**src/sv/trls_pkg.sv**
```systemverilog
// Package for the threshold run-length segmenter.
// Holds the shared types, field widths, register map and queue depth.
// No dependencies; every other file imports it.
package trls_pkg;

    // Result field width, fixed by the output format
    localparam int RES_BITS = 24;

    // Pending run counter width and its ceiling
    localparam int PEND_BITS = 16;
    localparam logic [PEND_BITS-1:0] PEND_MAX = {PEND_BITS{1'b1}};

    // Configuration register width and APB geometry
    localparam int CFG_BITS = 16;
    localparam int APB_DATA_BITS = 32;
    localparam int APB_ADDR_BITS = 4;
    localparam int REG_IDX_BITS = 2;

    // Register indexes (byte address is 4 * index)
    localparam logic [REG_IDX_BITS-1:0] REG_ACT_LEVEL      = 2'd0;
    localparam logic [REG_IDX_BITS-1:0] REG_QUIET_RUN_MIN  = 2'd1;
    localparam logic [REG_IDX_BITS-1:0] REG_ACTIVE_RUN_MIN = 2'd2;

    // Register reset values
    localparam logic [CFG_BITS-1:0] ACT_LEVEL_RST      = 16'd0;
    localparam logic [CFG_BITS-1:0] QUIET_RUN_MIN_RST  = 16'd1;
    localparam logic [CFG_BITS-1:0] ACTIVE_RUN_MIN_RST = 16'd1;

    // Result queue: room for two results per item plus slack
    localparam int FIFO_DEPTH = 4;
    localparam int FIFO_PTR_BITS = $clog2(FIFO_DEPTH);
    localparam int FIFO_CNT_BITS = FIFO_PTR_BITS + 1;

    typedef struct packed {
        logic [CFG_BITS-1:0] act_level;
        logic [CFG_BITS-1:0] quiet_run_min;
        logic [CFG_BITS-1:0] active_run_min;
    } cfg_t;

    typedef struct packed {
        logic                segment_is_active;
        logic [RES_BITS-1:0] segment_length;
        logic [RES_BITS-1:0] segment_index;
        logic                first_segment;
        logic                record_end;
    } seg_result_t;

endpackage

```
**src/sv/trls_if.sv**
```systemverilog
// Stream interfaces for the segmenter: sample input and segment output.
// Each carries valid, ready and payload; depends on trls_pkg.
interface trls_sample_if #(
    parameter int SAMPLE_BITS = 16
) ();
    logic                          valid;
    logic                          ready;
    logic signed [SAMPLE_BITS-1:0] sample;
    logic                          first_sample;
    logic                          last_sample;

    modport source (output valid, sample, first_sample, last_sample, input ready);
    modport sink (input valid, sample, first_sample, last_sample, output ready);
endinterface

interface trls_segment_if import trls_pkg::*; ();
    logic                valid;
    logic                ready;
    logic                segment_is_active;
    logic [RES_BITS-1:0] segment_length;
    logic [RES_BITS-1:0] segment_index;
    logic                first_segment;
    logic                record_end;

    modport source (output valid, segment_is_active, segment_length, segment_index,
                    first_segment, record_end, input ready);
    modport sink (input valid, segment_is_active, segment_length, segment_index,
                  first_segment, record_end, output ready);
endinterface

```
**src/sv/trls_cfg_regs.sv**
```systemverilog
// APB configuration registers for the segmenter.
// Holds threshold and minimum run lengths; depends on trls_pkg.
module trls_cfg_regs import trls_pkg::*; (
    input  logic                     clk,
    input  logic                     rst_n,
    input  logic                     psel,
    input  logic                     penable,
    input  logic                     pwrite,
    input  logic [APB_ADDR_BITS-1:0] paddr,
    input  logic [APB_DATA_BITS-1:0] pwdata,
    output logic [APB_DATA_BITS-1:0] prdata,
    output logic                     pready,
    output cfg_t                     cfg
);

    cfg_t                    cfg_reg;
    logic                    wr_en;
    logic [REG_IDX_BITS-1:0] reg_idx;

    assign pready  = 1'b1;
    assign wr_en   = psel & penable & pwrite;
    assign reg_idx = paddr[APB_ADDR_BITS-1:2];
    assign cfg     = cfg_reg;

    // Write the addressed register in the access phase
    always_ff @(posedge clk or negedge rst_n)
    begin
        if (!rst_n)
        begin
            cfg_reg.act_level      <= ACT_LEVEL_RST;
            cfg_reg.quiet_run_min  <= QUIET_RUN_MIN_RST;
            cfg_reg.active_run_min <= ACTIVE_RUN_MIN_RST;
        end
        else if (wr_en)
        begin
            unique case (reg_idx)
                REG_ACT_LEVEL:      cfg_reg.act_level      <= pwdata[CFG_BITS-1:0];
                REG_QUIET_RUN_MIN:  cfg_reg.quiet_run_min  <= pwdata[CFG_BITS-1:0];
                REG_ACTIVE_RUN_MIN: cfg_reg.active_run_min <= pwdata[CFG_BITS-1:0];
                default:            cfg_reg <= cfg_reg;
            endcase
        end
    end

    // Read back the addressed register
    always_comb
    begin
        unique case (reg_idx)
            REG_ACT_LEVEL:      prdata = APB_DATA_BITS'(cfg_reg.act_level);
            REG_QUIET_RUN_MIN:  prdata = APB_DATA_BITS'(cfg_reg.quiet_run_min);
            REG_ACTIVE_RUN_MIN: prdata = APB_DATA_BITS'(cfg_reg.active_run_min);
            default:            prdata = '0;
        endcase
    end

endmodule

```
**src/sv/trls_core.sv**
```systemverilog
// Segmenter datapath: input register, classification and run state update.
// Produces up to two results per sample; depends on trls_pkg.
module trls_core import trls_pkg::*; #(
    parameter int LENGTH_BITS = 24,
    parameter int SAMPLE_BITS = 16
) (
    input  logic                          clk,
    input  logic                          rst_n,
    input  cfg_t                          cfg,
    input  logic                          in_valid,
    output logic                          in_ready,
    input  logic signed [SAMPLE_BITS-1:0] in_sample,
    input  logic                          in_first,
    input  logic                          in_last,
    input  logic                          fifo_room,
    output logic [1:0]                    push_n,
    output seg_result_t                   res_a,
    output seg_result_t                   res_b
);

    localparam int SUM_BITS = ((LENGTH_BITS > PEND_BITS) ? LENGTH_BITS : PEND_BITS) + 2;
    localparam int MAG_BITS = (SAMPLE_BITS > CFG_BITS) ? SAMPLE_BITS : CFG_BITS;
    localparam logic [LENGTH_BITS-1:0] LEN_MAX = {LENGTH_BITS{1'b1}};
    localparam logic [SUM_BITS-1:0] LEN_MAX_EXT = SUM_BITS'(LEN_MAX);

    // Input register stage
    logic                   item_valid_reg;
    logic [SAMPLE_BITS-1:0] sample_reg;
    logic                   first_reg;
    logic                   last_reg;

    // Record state
    logic                   in_active_reg,  in_active_next;
    logic [LENGTH_BITS-1:0] run_length_reg, run_length_next;
    logic [PEND_BITS-1:0]   pending_reg,    pending_next;
    logic [LENGTH_BITS-1:0] quiet_cnt_reg,  quiet_cnt_next;
    logic [LENGTH_BITS-1:0] active_cnt_reg, active_cnt_next;
    logic                   any_closed_reg, any_closed_next;

    logic                   advance;
    logic [SAMPLE_BITS-1:0] mag;
    logic                   active;
    logic                   ia0, ia1, anyc0, anyc1;
    logic [LENGTH_BITS-1:0] rl0, rl1, qc0, qc1, ac0, ac1;
    logic [PEND_BITS-1:0]   pl0, pl_inc, limit;
    logic [SUM_BITS-1:0]    rl_sum, pl_ext;
    logic                   change, take_change;
    seg_result_t            closed_res, end_res;

    function automatic logic [LENGTH_BITS-1:0] sat_inc(input logic [LENGTH_BITS-1:0] c);
        sat_inc = (c == LEN_MAX) ? c : c + 1'b1;
    endfunction

    assign advance  = item_valid_reg & fifo_room;
    assign in_ready = ~item_valid_reg | fifo_room;

    // Load the input register
    always_ff @(posedge clk or negedge rst_n)
    begin
        if (!rst_n)
        begin
            item_valid_reg <= 1'b0;
        end
        else if (in_ready)
        begin
            item_valid_reg <= in_valid;
        end
    end

    always_ff @(posedge clk)
    begin
        if (in_valid && in_ready)
        begin
            sample_reg <= in_sample;
            first_reg  <= in_first;
            last_reg   <= in_last;
        end
    end

    // Classify: magnitude of the most negative sample wraps to the sign bit value
    assign mag    = sample_reg[SAMPLE_BITS-1] ? (~sample_reg + 1'b1) : sample_reg;
    assign active = MAG_BITS'(mag) >= MAG_BITS'(cfg.act_level);

    // Advance the run state for one sample
    always_comb
    begin
        // start of record
        ia0   = first_reg ? active : in_active_reg;
        rl0   = first_reg ? '0 : run_length_reg;
        pl0   = first_reg ? '0 : pending_reg;
        qc0   = first_reg ? '0 : quiet_cnt_reg;
        ac0   = first_reg ? '0 : active_cnt_reg;
        anyc0 = first_reg ? 1'b0 : any_closed_reg;

        change      = active != ia0;
        limit       = active ? cfg.active_run_min : cfg.quiet_run_min;
        pl_inc      = (pl0 != PEND_MAX) ? pl0 + 1'b1 : pl0;
        take_change = change && (pl_inc >= limit);

        closed_res.segment_is_active = ia0;
        closed_res.segment_length    = RES_BITS'(rl0);
        closed_res.segment_index     = RES_BITS'(ia0 ? ac0 : qc0);
        closed_res.first_segment     = ~anyc0;
        closed_res.record_end        = 1'b0;

        // fold the run back in, or open the new segment at the run length
        rl_sum = SUM_BITS'(rl0) + SUM_BITS'(pl0) + SUM_BITS'(1);
        pl_ext = SUM_BITS'(pl_inc);
        qc1    = (take_change && !ia0) ? sat_inc(qc0) : qc0;
        ac1    = (take_change && ia0) ? sat_inc(ac0) : ac0;
        anyc1  = anyc0 | take_change;
        ia1    = take_change ? active : ia0;
        if (take_change)
        begin
            rl1          = (pl_ext > LEN_MAX_EXT) ? LEN_MAX : LENGTH_BITS'(pl_ext);
            pending_next = '0;
        end
        else if (change)
        begin
            rl1          = rl0;
            pending_next = pl_inc;
        end
        else
        begin
            rl1          = (rl_sum > LEN_MAX_EXT) ? LEN_MAX : LENGTH_BITS'(rl_sum);
            pending_next = '0;
        end

        end_res.segment_is_active = ia1;
        end_res.segment_length    = RES_BITS'(rl1);
        end_res.segment_index     = RES_BITS'(ia1 ? ac1 : qc1);
        end_res.first_segment     = ~anyc1;
        end_res.record_end        = 1'b1;

        in_active_next  = ia1;
        run_length_next = rl1;
        quiet_cnt_next  = qc1;
        active_cnt_next = ac1;
        any_closed_next = anyc1;

        // end of record: drop pending samples, keep the segment class
        if (last_reg)
        begin
            run_length_next = '0;
            pending_next    = '0;
            quiet_cnt_next  = '0;
            active_cnt_next = '0;
            any_closed_next = 1'b0;
        end

        res_a  = take_change ? closed_res : end_res;
        res_b  = end_res;
        push_n = advance ? (2'(take_change) + 2'(last_reg)) : 2'd0;
    end

    // Commit state when the item moves into the result queue
    always_ff @(posedge clk or negedge rst_n)
    begin
        if (!rst_n)
        begin
            in_active_reg  <= 1'b0;
            run_length_reg <= '0;
            pending_reg    <= '0;
            quiet_cnt_reg  <= '0;
            active_cnt_reg <= '0;
            any_closed_reg <= 1'b0;
        end
        else if (advance)
        begin
            in_active_reg  <= in_active_next;
            run_length_reg <= run_length_next;
            pending_reg    <= pending_next;
            quiet_cnt_reg  <= quiet_cnt_next;
            active_cnt_reg <= active_cnt_next;
            any_closed_reg <= any_closed_next;
        end
    end

    // Two results only when a change and the record end meet
    a_two_needs_last: assert property (@(posedge clk) disable iff (!rst_n)
        (push_n == 2'd2) |-> last_reg)
        else $error("two results without record end");

    // Record end leaves a cleared record behind
    a_end_clears: assert property (@(posedge clk) disable iff (!rst_n)
        (advance && last_reg) |=> (!any_closed_reg && run_length_reg == '0))
        else $error("record state not cleared after record end");

    // A closed segment inside the record marks the record as started
    a_close_marks: assert property (@(posedge clk) disable iff (!rst_n)
        (advance && push_n != 2'd0 && !last_reg) |=> any_closed_reg)
        else $error("closed segment not recorded");

endmodule

```
**src/sv/trls_out_fifo.sv**
```systemverilog
// Result queue between the segmenter datapath and the output channel.
// Takes up to two results per cycle, delivers one; depends on trls_pkg.
module trls_out_fifo import trls_pkg::*; (
    input  logic        clk,
    input  logic        rst_n,
    input  logic [1:0]  push_n,
    input  seg_result_t push_a,
    input  seg_result_t push_b,
    output logic        room,
    output logic        out_valid,
    input  logic        out_ready,
    output seg_result_t out_data
);

    seg_result_t              entry_reg [FIFO_DEPTH];
    logic [FIFO_PTR_BITS-1:0] wr_ptr_reg, wr_ptr_next;
    logic [FIFO_PTR_BITS-1:0] rd_ptr_reg, rd_ptr_next;
    logic [FIFO_CNT_BITS-1:0] count_reg, count_next;
    logic [FIFO_PTR_BITS-1:0] wr_ptr_b;
    logic                     pop;

    assign room      = count_reg <= FIFO_CNT_BITS'(FIFO_DEPTH - 2);
    assign out_valid = count_reg != '0;
    assign out_data  = entry_reg[rd_ptr_reg];
    assign pop       = out_valid & out_ready;
    assign wr_ptr_b  = wr_ptr_reg + 1'b1;

    // Advance pointers and occupancy
    always_comb
    begin
        wr_ptr_next = wr_ptr_reg + FIFO_PTR_BITS'(push_n);
        rd_ptr_next = rd_ptr_reg + FIFO_PTR_BITS'(pop);
        count_next  = count_reg + FIFO_CNT_BITS'(push_n) - FIFO_CNT_BITS'(pop);
    end

    always_ff @(posedge clk or negedge rst_n)
    begin
        if (!rst_n)
        begin
            wr_ptr_reg <= '0;
            rd_ptr_reg <= '0;
            count_reg  <= '0;
        end
        else
        begin
            wr_ptr_reg <= wr_ptr_next;
            rd_ptr_reg <= rd_ptr_next;
            count_reg  <= count_next;
        end
    end

    // Store incoming results in order
    always_ff @(posedge clk)
    begin
        if (push_n != 2'd0)
        begin
            entry_reg[wr_ptr_reg] <= push_a;
        end
        if (push_n == 2'd2)
        begin
            entry_reg[wr_ptr_b] <= push_b;
        end
    end

    a_count_bound: assert property (@(posedge clk) disable iff (!rst_n)
        count_reg <= FIFO_CNT_BITS'(FIFO_DEPTH))
        else $error("result queue overflow");

    a_push_room: assert property (@(posedge clk) disable iff (!rst_n)
        (push_n != 2'd0) |-> room)
        else $error("push without room for two results");

    a_count_track: assert property (@(posedge clk) disable iff (!rst_n)
        (push_n == 2'd0 && !pop) |=> $stable(count_reg))
        else $error("occupancy changed without push or pop");

endmodule

```
**src/sv/threshold_run_length_segmenter.sv**
```systemverilog
// Threshold run-length segmenter, top level.
// A sample passes the input register and then the result queue before it is offered.
// Throughput: one sample per cycle while the result queue has room; a sample that closes
// a segment and ends the record gives two results, leaving one per cycle as the output takes them.
// Reset: asynchronous, clears the record state and queue; registers take
// threshold 0 and both minimum run lengths 1.
module threshold_run_length_segmenter import trls_pkg::*; #(
    parameter int LENGTH_BITS = 24,
    parameter int SAMPLE_BITS = 16
) (
    input  logic                     clk,
    input  logic                     rst_n,
    trls_sample_if.sink              samples,
    trls_segment_if.source           segments,
    input  logic                     psel,
    input  logic                     penable,
    input  logic                     pwrite,
    input  logic [APB_ADDR_BITS-1:0] paddr,
    input  logic [APB_DATA_BITS-1:0] pwdata,
    output logic [APB_DATA_BITS-1:0] prdata,
    output logic                     pready
);

    cfg_t        cfg;
    logic        fifo_room;
    logic [1:0]  push_n;
    seg_result_t res_a;
    seg_result_t res_b;
    seg_result_t out_data;

    trls_cfg_regs u_cfg (
        .clk     (clk),
        .rst_n   (rst_n),
        .psel    (psel),
        .penable (penable),
        .pwrite  (pwrite),
        .paddr   (paddr),
        .pwdata  (pwdata),
        .prdata  (prdata),
        .pready  (pready),
        .cfg     (cfg)
    );

    trls_core #(
        .LENGTH_BITS (LENGTH_BITS),
        .SAMPLE_BITS (SAMPLE_BITS)
    ) u_core (
        .clk       (clk),
        .rst_n     (rst_n),
        .cfg       (cfg),
        .in_valid  (samples.valid),
        .in_ready  (samples.ready),
        .in_sample (samples.sample),
        .in_first  (samples.first_sample),
        .in_last   (samples.last_sample),
        .fifo_room (fifo_room),
        .push_n    (push_n),
        .res_a     (res_a),
        .res_b     (res_b)
    );

    trls_out_fifo u_fifo (
        .clk       (clk),
        .rst_n     (rst_n),
        .push_n    (push_n),
        .push_a    (res_a),
        .push_b    (res_b),
        .room      (fifo_room),
        .out_valid (segments.valid),
        .out_ready (segments.ready),
        .out_data  (out_data)
    );

    // Drive the output transaction payload
    assign segments.segment_is_active = out_data.segment_is_active;
    assign segments.segment_length    = out_data.segment_length;
    assign segments.segment_index     = out_data.segment_index;
    assign segments.first_segment     = out_data.first_segment;
    assign segments.record_end        = out_data.record_end;

endmodule

```
**src/flat_wrapper.sv**
```systemverilog
// flat-port wrapper written by rule: the top's interface ports become plain ports
module threshold_run_length_segmenter_flat import trls_pkg::*;
#(
    parameter int LENGTH_BITS = 24,
    parameter int SAMPLE_BITS = 16
)
  (clk, rst_n, psel, penable, pwrite, paddr, pwdata, prdata, pready, samples_valid, samples_sample, samples_first_sample, samples_last_sample, samples_ready, segments_valid, segments_segment_is_active, segments_segment_length, segments_segment_index, segments_first_segment, segments_record_end, segments_ready);
  trls_sample_if #(.SAMPLE_BITS(SAMPLE_BITS)) samples_i ();
  trls_segment_if segments_i ();
  input  logic clk;
  input  logic rst_n;
  input  logic psel;
  input  logic penable;
  input  logic pwrite;
  input  logic [APB_ADDR_BITS-1:0] paddr;
  input  logic [APB_DATA_BITS-1:0] pwdata;
  output logic [APB_DATA_BITS-1:0] prdata;
  output logic pready;
  input wire logic [$bits(samples_i.valid)-1:0] samples_valid;
  input wire logic [$bits(samples_i.sample)-1:0] samples_sample;
  input wire logic [$bits(samples_i.first_sample)-1:0] samples_first_sample;
  input wire logic [$bits(samples_i.last_sample)-1:0] samples_last_sample;
  output wire logic [$bits(samples_i.ready)-1:0] samples_ready;
  output wire logic [$bits(segments_i.valid)-1:0] segments_valid;
  output wire logic [$bits(segments_i.segment_is_active)-1:0] segments_segment_is_active;
  output wire logic [$bits(segments_i.segment_length)-1:0] segments_segment_length;
  output wire logic [$bits(segments_i.segment_index)-1:0] segments_segment_index;
  output wire logic [$bits(segments_i.first_segment)-1:0] segments_first_segment;
  output wire logic [$bits(segments_i.record_end)-1:0] segments_record_end;
  input wire logic [$bits(segments_i.ready)-1:0] segments_ready;
  assign samples_i.valid = samples_valid;
  assign samples_i.sample = samples_sample;
  assign samples_i.first_sample = samples_first_sample;
  assign samples_i.last_sample = samples_last_sample;
  assign samples_ready = samples_i.ready;
  assign segments_valid = segments_i.valid;
  assign segments_segment_is_active = segments_i.segment_is_active;
  assign segments_segment_length = segments_i.segment_length;
  assign segments_segment_index = segments_i.segment_index;
  assign segments_first_segment = segments_i.first_segment;
  assign segments_record_end = segments_i.record_end;
  assign segments_i.ready = segments_ready;
  threshold_run_length_segmenter #(.LENGTH_BITS(LENGTH_BITS), .SAMPLE_BITS(SAMPLE_BITS)) u_core (.clk(clk), .rst_n(rst_n), .samples(samples_i), .segments(segments_i), .psel(psel), .penable(penable), .pwrite(pwrite), .paddr(paddr), .pwdata(pwdata), .prdata(prdata), .pready(pready));
endmodule
```
**config.mk**
```make
export PLATFORM = sky130hd
export DESIGN_NAME = threshold_run_length_segmenter_flat
export DESIGN_NICKNAME = d
export VERILOG_FILES = /design/src/sv/trls_pkg.sv /design/src/sv/trls_if.sv /design/src/sv/trls_cfg_regs.sv /design/src/sv/trls_core.sv /design/src/sv/trls_out_fifo.sv /design/src/sv/threshold_run_length_segmenter.sv /design/src/flat_wrapper.sv
export SDC_FILE = /design/constraint.sdc
export NUM_CORES = 1
export LEC_CHECK = 0
export BUFFER_PORTS_ARGS = -buffer_cell sky130_fd_sc_hd__buf_2
export CELL_PAD_IN_SITES_DETAIL_PLACEMENT = 1
export CELL_PAD_IN_SITES_GLOBAL_PLACEMENT = 1
export CORE_ASPECT_RATIO = 2
export CORE_MARGIN = 5
export CORE_UTILIZATION = 49
export CTS_CLUSTER_SIZE = 28
export DETAILED_ROUTE_END_ITERATION = 10
export GPL_TIMING_DRIVEN = 0
export PLACE_DENSITY = 0.87
export SLEW_MARGIN = 30
export SYNTH_ARGS = -nofsm -noshare
export SYNTH_HDL_FRONTEND = slang
export SYNTH_SLANG_ARGS = --single-unit
```
**constraint.sdc**
```tcl
create_clock -name clk -period 9.5 [get_ports clk]
set_clock_uncertainty 0.1 [all_clocks]
set_input_delay 2.85 -clock clk [delete_from_list [all_inputs] [get_ports clk]]
set_output_delay 2.85 -clock clk [all_outputs]
set_load 0.05 [all_outputs]
```
==> metrics, run 1 <==
ys async rst share=39.7%; Slew Viols, Final=0; initial antenna violation count=0; gr usage total=between 30% and 40%; RSZ-0062 raised after global routing=no; CTS tree=built; Layout Cells excl Fill=approximately 2800; number of global-route vias before repair=20595; critical path fanouts, max=36; Iter 0 DRT Violations=approximately 1600; Static Leak=9.40 nW; share of layout cells above drive strength 1=19.3%; Max Root-Sink Buffers=3; via count=roughly 19000; Crit path largest cell delay=~840 ps; Slew @ Worst Pin=about 1100 ps; crit-path most repeated cell=ha_1; Reg-to-Reg End=u_core.u_fifo.entry_reg[0][14]$_DFFE_PP_; chip height=approximately 310 µm; largest net degree at the start of global routing=69; CP startpoint=u_core.u_core.sample_reg[2]$_DFFE_PP_; Buffers on Ports=between 100 and 150; FF-to-FF Start=u_core.u_core.sample_reg[2]$_DFFE_PP_; pre-CTS setup slack=-1150 ps; GP Congestion=just over 1; Routed Antenna Nets=0; minimum clock period=9210 ps; number of flops mapped to enable cells by yosys=~220; Filler Cells Inserted=between 4000 and 5000; H-tree depth=2; Clk Latency, worst-skew pair=between 500 and 600 ps; max-cap violation count=0; FP Rows=~110; Slew headroom=between 20 and 30%; PD cells=approximately 270 nW/µm²; global-route wire length before repair=~130000 µm; routed wire length=around 85000 µm; slowest cell on the critical path=nor3_2; Post-Synthesis Cells=just over 2000; Synth Flop Type=edfxtp_1; GRT overflow=0; first-pass detailed-route iteration total=6; number of buffers created by CTS=35; Avg Vias per Cell=around 6.8; Tcrit/Tclk final=roughly 97%; synth unique cells=103; element type at the critical path end=register; CP arrival=9360 ps; Core Area=44100 µm²; most frequent cells in the layout=nand2_1, edfxtp_1, o21ai_0, dfrtp_1, buf_2; nets=2303; cts hold-fix bufs=0; endpoints failing hold=0; CP required=9650 ps; CTS resizes=17; status=finished, final reports clean; number of setup buffers added after CTS=0; DRC=0; DP Wirelength=between 60000 and 70000 µm; Worst setup SP type=register; # IOs=147; Initial Utilization=around half; synthesis-to-finish area growth=12.8%; critical path endpoint=u_core.u_fifo.entry_reg[0][14]$_DFFE_PP_; synthesized area per cell=between 10 and 15 µm²; width of the die=around 160 µm; post-synthesis instance area=roughly 22000 µm²; placed cells=~2700; Worst IR Drop VDD=around 0.2 mV; full die area=approximately 49000 µm²; root buffer cell=clkbuf_16; register area share after synthesis=between 40% and 50%; max reg flops=between 200 and 250; Ys Warns=0; Worst Hold Class=reg2reg; FMAX=about 0.11 GHz; n_diodes=0; worst setup margin=around 290 ps; clock slew at reported path FFs=approximately 70 ps; setup slack, reg-to-reg=290 ps; Power Total=~0.0065 W; Yosys reg bits=between 300 and 400; clk sinks=~370; critical path class=reg2reg; routed length per placed instance=a little over 30 µm; worst r2r path cells=30; setup violators final=0
## worst min path at each step
stage | startpoint | end | slack [ps] | cells after the start
2_1_floorplan | u_core.u_core.run_length_reg[23]$_DFFE_PN0P_ | u_core.u_core.run_length_reg[23]$_DFFE_PN0P_ | 340 | 2
3_3_place_gp | u_core.u_core.run_length_reg[8]$_DFFE_PN0P_ | u_core.u_core.run_length_reg[8]$_DFFE_PN0P_ | 360 | 2
3_5_place_dp | u_core.u_core.run_length_reg[6]$_DFFE_PN0P_ | u_core.u_core.run_length_reg[6]$_DFFE_PN0P_ | 370 | 2
4_1_cts | u_core.u_core.run_length_reg[6]$_DFFE_PN0P_ | u_core.u_core.run_length_reg[6]$_DFFE_PN0P_ | 390 | 2
5_1_grt | u_core.u_core.run_length_reg[6]$_DFFE_PN0P_ | u_core.u_core.run_length_reg[6]$_DFFE_PN0P_ | 420 | 2
6_report | u_core.u_core.run_length_reg[6]$_DFFE_PN0P_ | u_core.u_core.run_length_reg[6]$_DFFE_PN0P_ | 400 | 2
## worst max-delay path, delay by kind of cell (launching register included)
family / cells / cell delay [ps]
simple gates: 8 / 2420
mux: 1 / 120
flops: 1 / 450
buf+inv: 9 / 2510
xor+xnor: 1 / 150
fa+ha+maj: 3 / 960
compound gates: 8 / 2100
## cells in the mapped netlist (8+ instances only)
cell      count  area (µm²)
nand2_1     218         818
nor3_1       23         115
buf_4        22         165
buf_6        10         113
o21a_1        8        60.1
o21ai_1      18        90.1
mux4_2       51        1150
nand4_1      12        75.1
inv_1        60         225
ha_1         58         726
nand2b_1     24         150
o32ai_1       8        70.1
o21ai_0     149         746
nand3_1      75         375
and3_1       23         144
dfrtp_1     144        3600
a21o_1       13        97.6
xnor2_1      50         438
and2_1       14        87.6
nor2b_1      49         307
clkbuf_1     80         300
or2_2         9        56.3
o22ai_1     119         744
o31ai_1      24         180
a21oi_1      68         340
o221ai_1     25         219
edfxtp_1    218        6550
xor2_1       21         184
mux2_2       48         541
and4_1       14         123
o211ai_1     13        97.6
buf_2        27         135
a22o_1       15         131
mux2i_1      53         531
a31oi_1      11        68.8
buf_1        10        37.5
nor2_1       80         300
## through the flow
| stage | TNS [ps] | hold WS, ps | area (µm²) | utilization [%] |
|---|---|---|---|---|
| after floorplan | 0 | 342 | 21800 | - |
| after global placement | -400130 | 358 | 23000 | 52.2 |
| after detailed placement | -254040 | 371 | 23200 | 52.7 |
| after CTS | 0 | 386 | 24400 | 55.5 |
| after global routing | 0 | 420 | 24500 | 55.6 |
| final | 0 | 398 | 24500 | 55.6 |
## routing by layer
layer	track usage (%)	routed length, µm	up-vias
met3	5.34	6110	434
met5	0	0	-
met1	34.7	27300	9332
met2	59.9	42700	1213
met4	27.0	8440	0
li1	-	-	7944
## kinds of logic after synthesis
kind of cell / count (synthesis) / synth area share (%)
flip-flops: 368 / 47.4
XOR/XNOR: 73 / 3.01
AO/OA/AOI/OAI: 545 / 16.5
buffers and inverters: 210 / 4.51
multiplexers: 158 / 10.7
other: 2 / 0.0346
adder cells (fa/ha/maj): 60 / 3.53
AND/OR/NAND/NOR: 598 / 14.3
## layout make-up
| class | count | area [µm²] | share of cell area, % |
|---|---|---|---|
| clock inverter | 22 | 244 | 0.996 |
| clock buffer | 42 | 963 | 3.93 |
| buffer | 148 | 767 | 3.13 |
| timing repair buffer | 117 | 701 | 2.86 |
| multi-input combinational | 1451 | 10600 | 43.3 |
| tap | 555 | 694 | 2.84 |
| inverter | 61 | 239 | 0.976 |
| sequential | 368 | 10300 | 42.0 |
## where the power goes
| group | switching (W) | internal [W] |
|---|---|---|
| clock | 0.000691 | 0.000844 |
| combinational | 0.00215 | 0.000831 |
| sequential | 0.000115 | 0.00191 |
| total | 0.00296 | 0.00359 |
No activity file was read; power rests on OpenSTA's default activity.
==> inputs of run 2 (changes only) <==
==> constraint.sdc (replaced) <==
create_clock -name clk -period 8.7 [get_ports clk]
set_clock_uncertainty 0.1 [all_clocks]
set_input_delay 1.74 -clock clk [delete_from_list [all_inputs] [get_ports clk]]
set_output_delay 1.74 -clock clk [all_outputs]
set_load 0.05 [all_outputs]
==> run 2 against run 1 <==
  * Non-clock buffer count shrank 2
  * Via count fell by 0.22%
  * Die area unchanged
  * Count of clock-buffer cells in the layout is the same
  * Combinational power grew 9.1%
  * Register-to-register slack worse by 50 ps
  * Hold slack got worse by 8.1 ps
  * Sequential share of layout area is 0.060 points lower
  * Global-route usage hardly changed
  * Maximum frequency up 8.8%
  * Final cell count about the same
==> metrics, run 2 (synthesis results as in run 1) <==
number of buffers created by CTS=35; FMAX=0.118 GHz; Worst IR Drop VDD=0.217 mV; H-tree depth=2; clock slew at reported path FFs=~70 ps; GRT overflow=0; Worst Hold Class=reg2reg; CP required=roughly 9000 ps; CP startpoint=u_core.u_core.sample_reg[2]$_DFFE_PP_; DRC=0; hold slack=389 ps; width of the die=around 160 µm; setup slack, reg-to-reg=between 200 and 250 ps; slowest cell on the critical path=nor3_2; root buffer cell=clkbuf_16; CTS tree=built; clk sinks=~370; Slew Viols, Final=0; full die area=roughly 50000 µm²; Avg Vias per Cell=6.83; Core Area=44100 µm²; Crit path largest cell delay=about 760 ps; endpoints failing hold=0; synthesis-to-finish area growth=13.0%; worst r2r path cells=28; max-cap violation count=0; Clk Latency, worst-skew pair=570 ps; Tcrit/Tclk final=97.3%; element type at the critical path end=register; most frequent cells in the layout=nand2_1, edfxtp_1, o21ai_0, dfrtp_1, buf_2; global-route wire length before repair=127000 µm; # IOs=about 150; first-pass detailed-route iteration total=7; crit-path most repeated cell=ha_1; DP Wirelength=63800 µm; number of global-route vias before repair=20614; Iter 0 DRT Violations=roughly 1600; Initial Utilization=49.3%; routed wire length=about 84000 µm; gr usage total=about a third; Max Root-Sink Buffers=3; GP Congestion=around 1.0; largest net degree at the start of global routing=about 70; initial antenna violation count=0; Worst setup SP type=register; critical path class=reg2reg; nets=2301; Reg-to-Reg End=u_core.u_fifo.entry_reg[0][15]$_DFFE_PP_; Routed Antenna Nets=0; Slew @ Worst Pin=between 1000 and 1500 ps; RSZ-0062 raised after global routing=yes; FF-to-FF Start=u_core.u_core.sample_reg[2]$_DFFE_PP_; Filler Cells Inserted=4759; routed length per placed instance=about 30 µm; critical path endpoint=u_core.u_fifo.entry_reg[0][15]$_DFFE_PP_; minimum clock period=approximately 8500 ps; worst setup margin=235 ps; Buffers on Ports=~110; share of layout cells above drive strength 1=between 10% and 20%; FP Rows=between 100 and 150; pre-CTS setup slack=-1950 ps; Slew headroom=25.9%; critical path fanouts, max=19; setup violators final=0; chip height=a little over 300 µm; Static Leak=about 9.4 nW; max reg flops=roughly 200; PD cells=between 200 and 300 nW/µm²; CP arrival=8740 ps; status=finished, final reports clean; via count=~19000
run 2: cell count changes in the layout (fill, tap and decap cells not counted), sizes merged:
cell    before  now
clkbuf     124  122
diode        0    1
run 2: where the power goes:
part	switching [W]	total [W]	leakage [nW]	internal, W
registers	0.000126	0.00222	4.03	0.00209
clock network	0.000756	0.00168	0.580	0.000921
logic	0.00234	0.00325	4.80	0.000905
run 2: repair_timing:
item | 4_1_cts | 5_1_grt
resized for setup | 26 | 13
endpoints found under the setup margin | 409 | 381
buffers inserted | 1 | 0
hold buffers | 0 | 0
pin swaps | 2 | 0
run 2: stage by stage:
stage	cells	power (W)	TNS, ps	cell area, µm²	utilization (%)
CTS	2763	0.00709	0	24500	55.6
global placement	2695	0.00530	-716270	23000	52.2
floorplan	2029	0.00439	0	21800	-
detailed placement	2701	0.00543	-579180	23200	52.7
finish	2763	0.00714	0	24500	55.7
global route	2762	0.00737	-72.6	24500	55.7
run 2: routing by layer:
metal / GRT usage (%) / up-vias / wire length [µm]
li1: - / 7949 / -
met1: 34.7 / 9281 / 27400
met2: 59.7 / 1214 / 42400
met3: 5.17 / 437 / 6050
met4: 27.3 / 0 / 8370
met5: 0 / - / 0
run 2: how the worst min path moves through the flow:
stage	start	slack (ps)	cells past startpoint	endpoint
3_3_place_gp	u_core.u_core.run_length_reg[8]$_DFFE_PN0P_	360	2	u_core.u_core.run_length_reg[8]$_DFFE_PN0P_
2_1_floorplan	u_core.u_core.run_length_reg[23]$_DFFE_PN0P_	340	2	u_core.u_core.run_length_reg[23]$_DFFE_PN0P_
5_1_grt	u_core.u_core.run_length_reg[6]$_DFFE_PN0P_	420	2	u_core.u_core.run_length_reg[6]$_DFFE_PN0P_
4_1_cts	u_core.u_core.run_length_reg[6]$_DFFE_PN0P_	390	2	u_core.u_core.run_length_reg[6]$_DFFE_PN0P_
3_5_place_dp	u_core.u_core.run_length_reg[6]$_DFFE_PN0P_	370	2	u_core.u_core.run_length_reg[6]$_DFFE_PN0P_
6_report	u_core.u_core.run_length_reg[6]$_DFFE_PN0P_	390	2	u_core.u_core.run_length_reg[6]$_DFFE_PN0P_
run 2: area by class of cell:
class                   count  area (µm²)  share of cell area [%]
clock inverters            22         244                   0.995
well taps                 555         694                    2.83
inverters                  61         241                   0.985
flip-flops and latches    368       10300                    41.9
repair buffers            118         708                    2.89
plain buffers             145         759                    3.10
clock buffers              42         963                    3.93
multi-input cells        1451       10600                    43.3
diodes                      1        2.50                  0.0102
run 2: worst max-delay path: cells and delay by family (launching register included):
kind	cells	cell delay (ps)
and+or+nand+nor	8	2410
adders and majority gates	3	960
xor gates and xnor gates	1	150
AOI/OAI and AO/OA	9	2450
DFF	1	450
buffers and inverters	6	1610
muxes	1	120
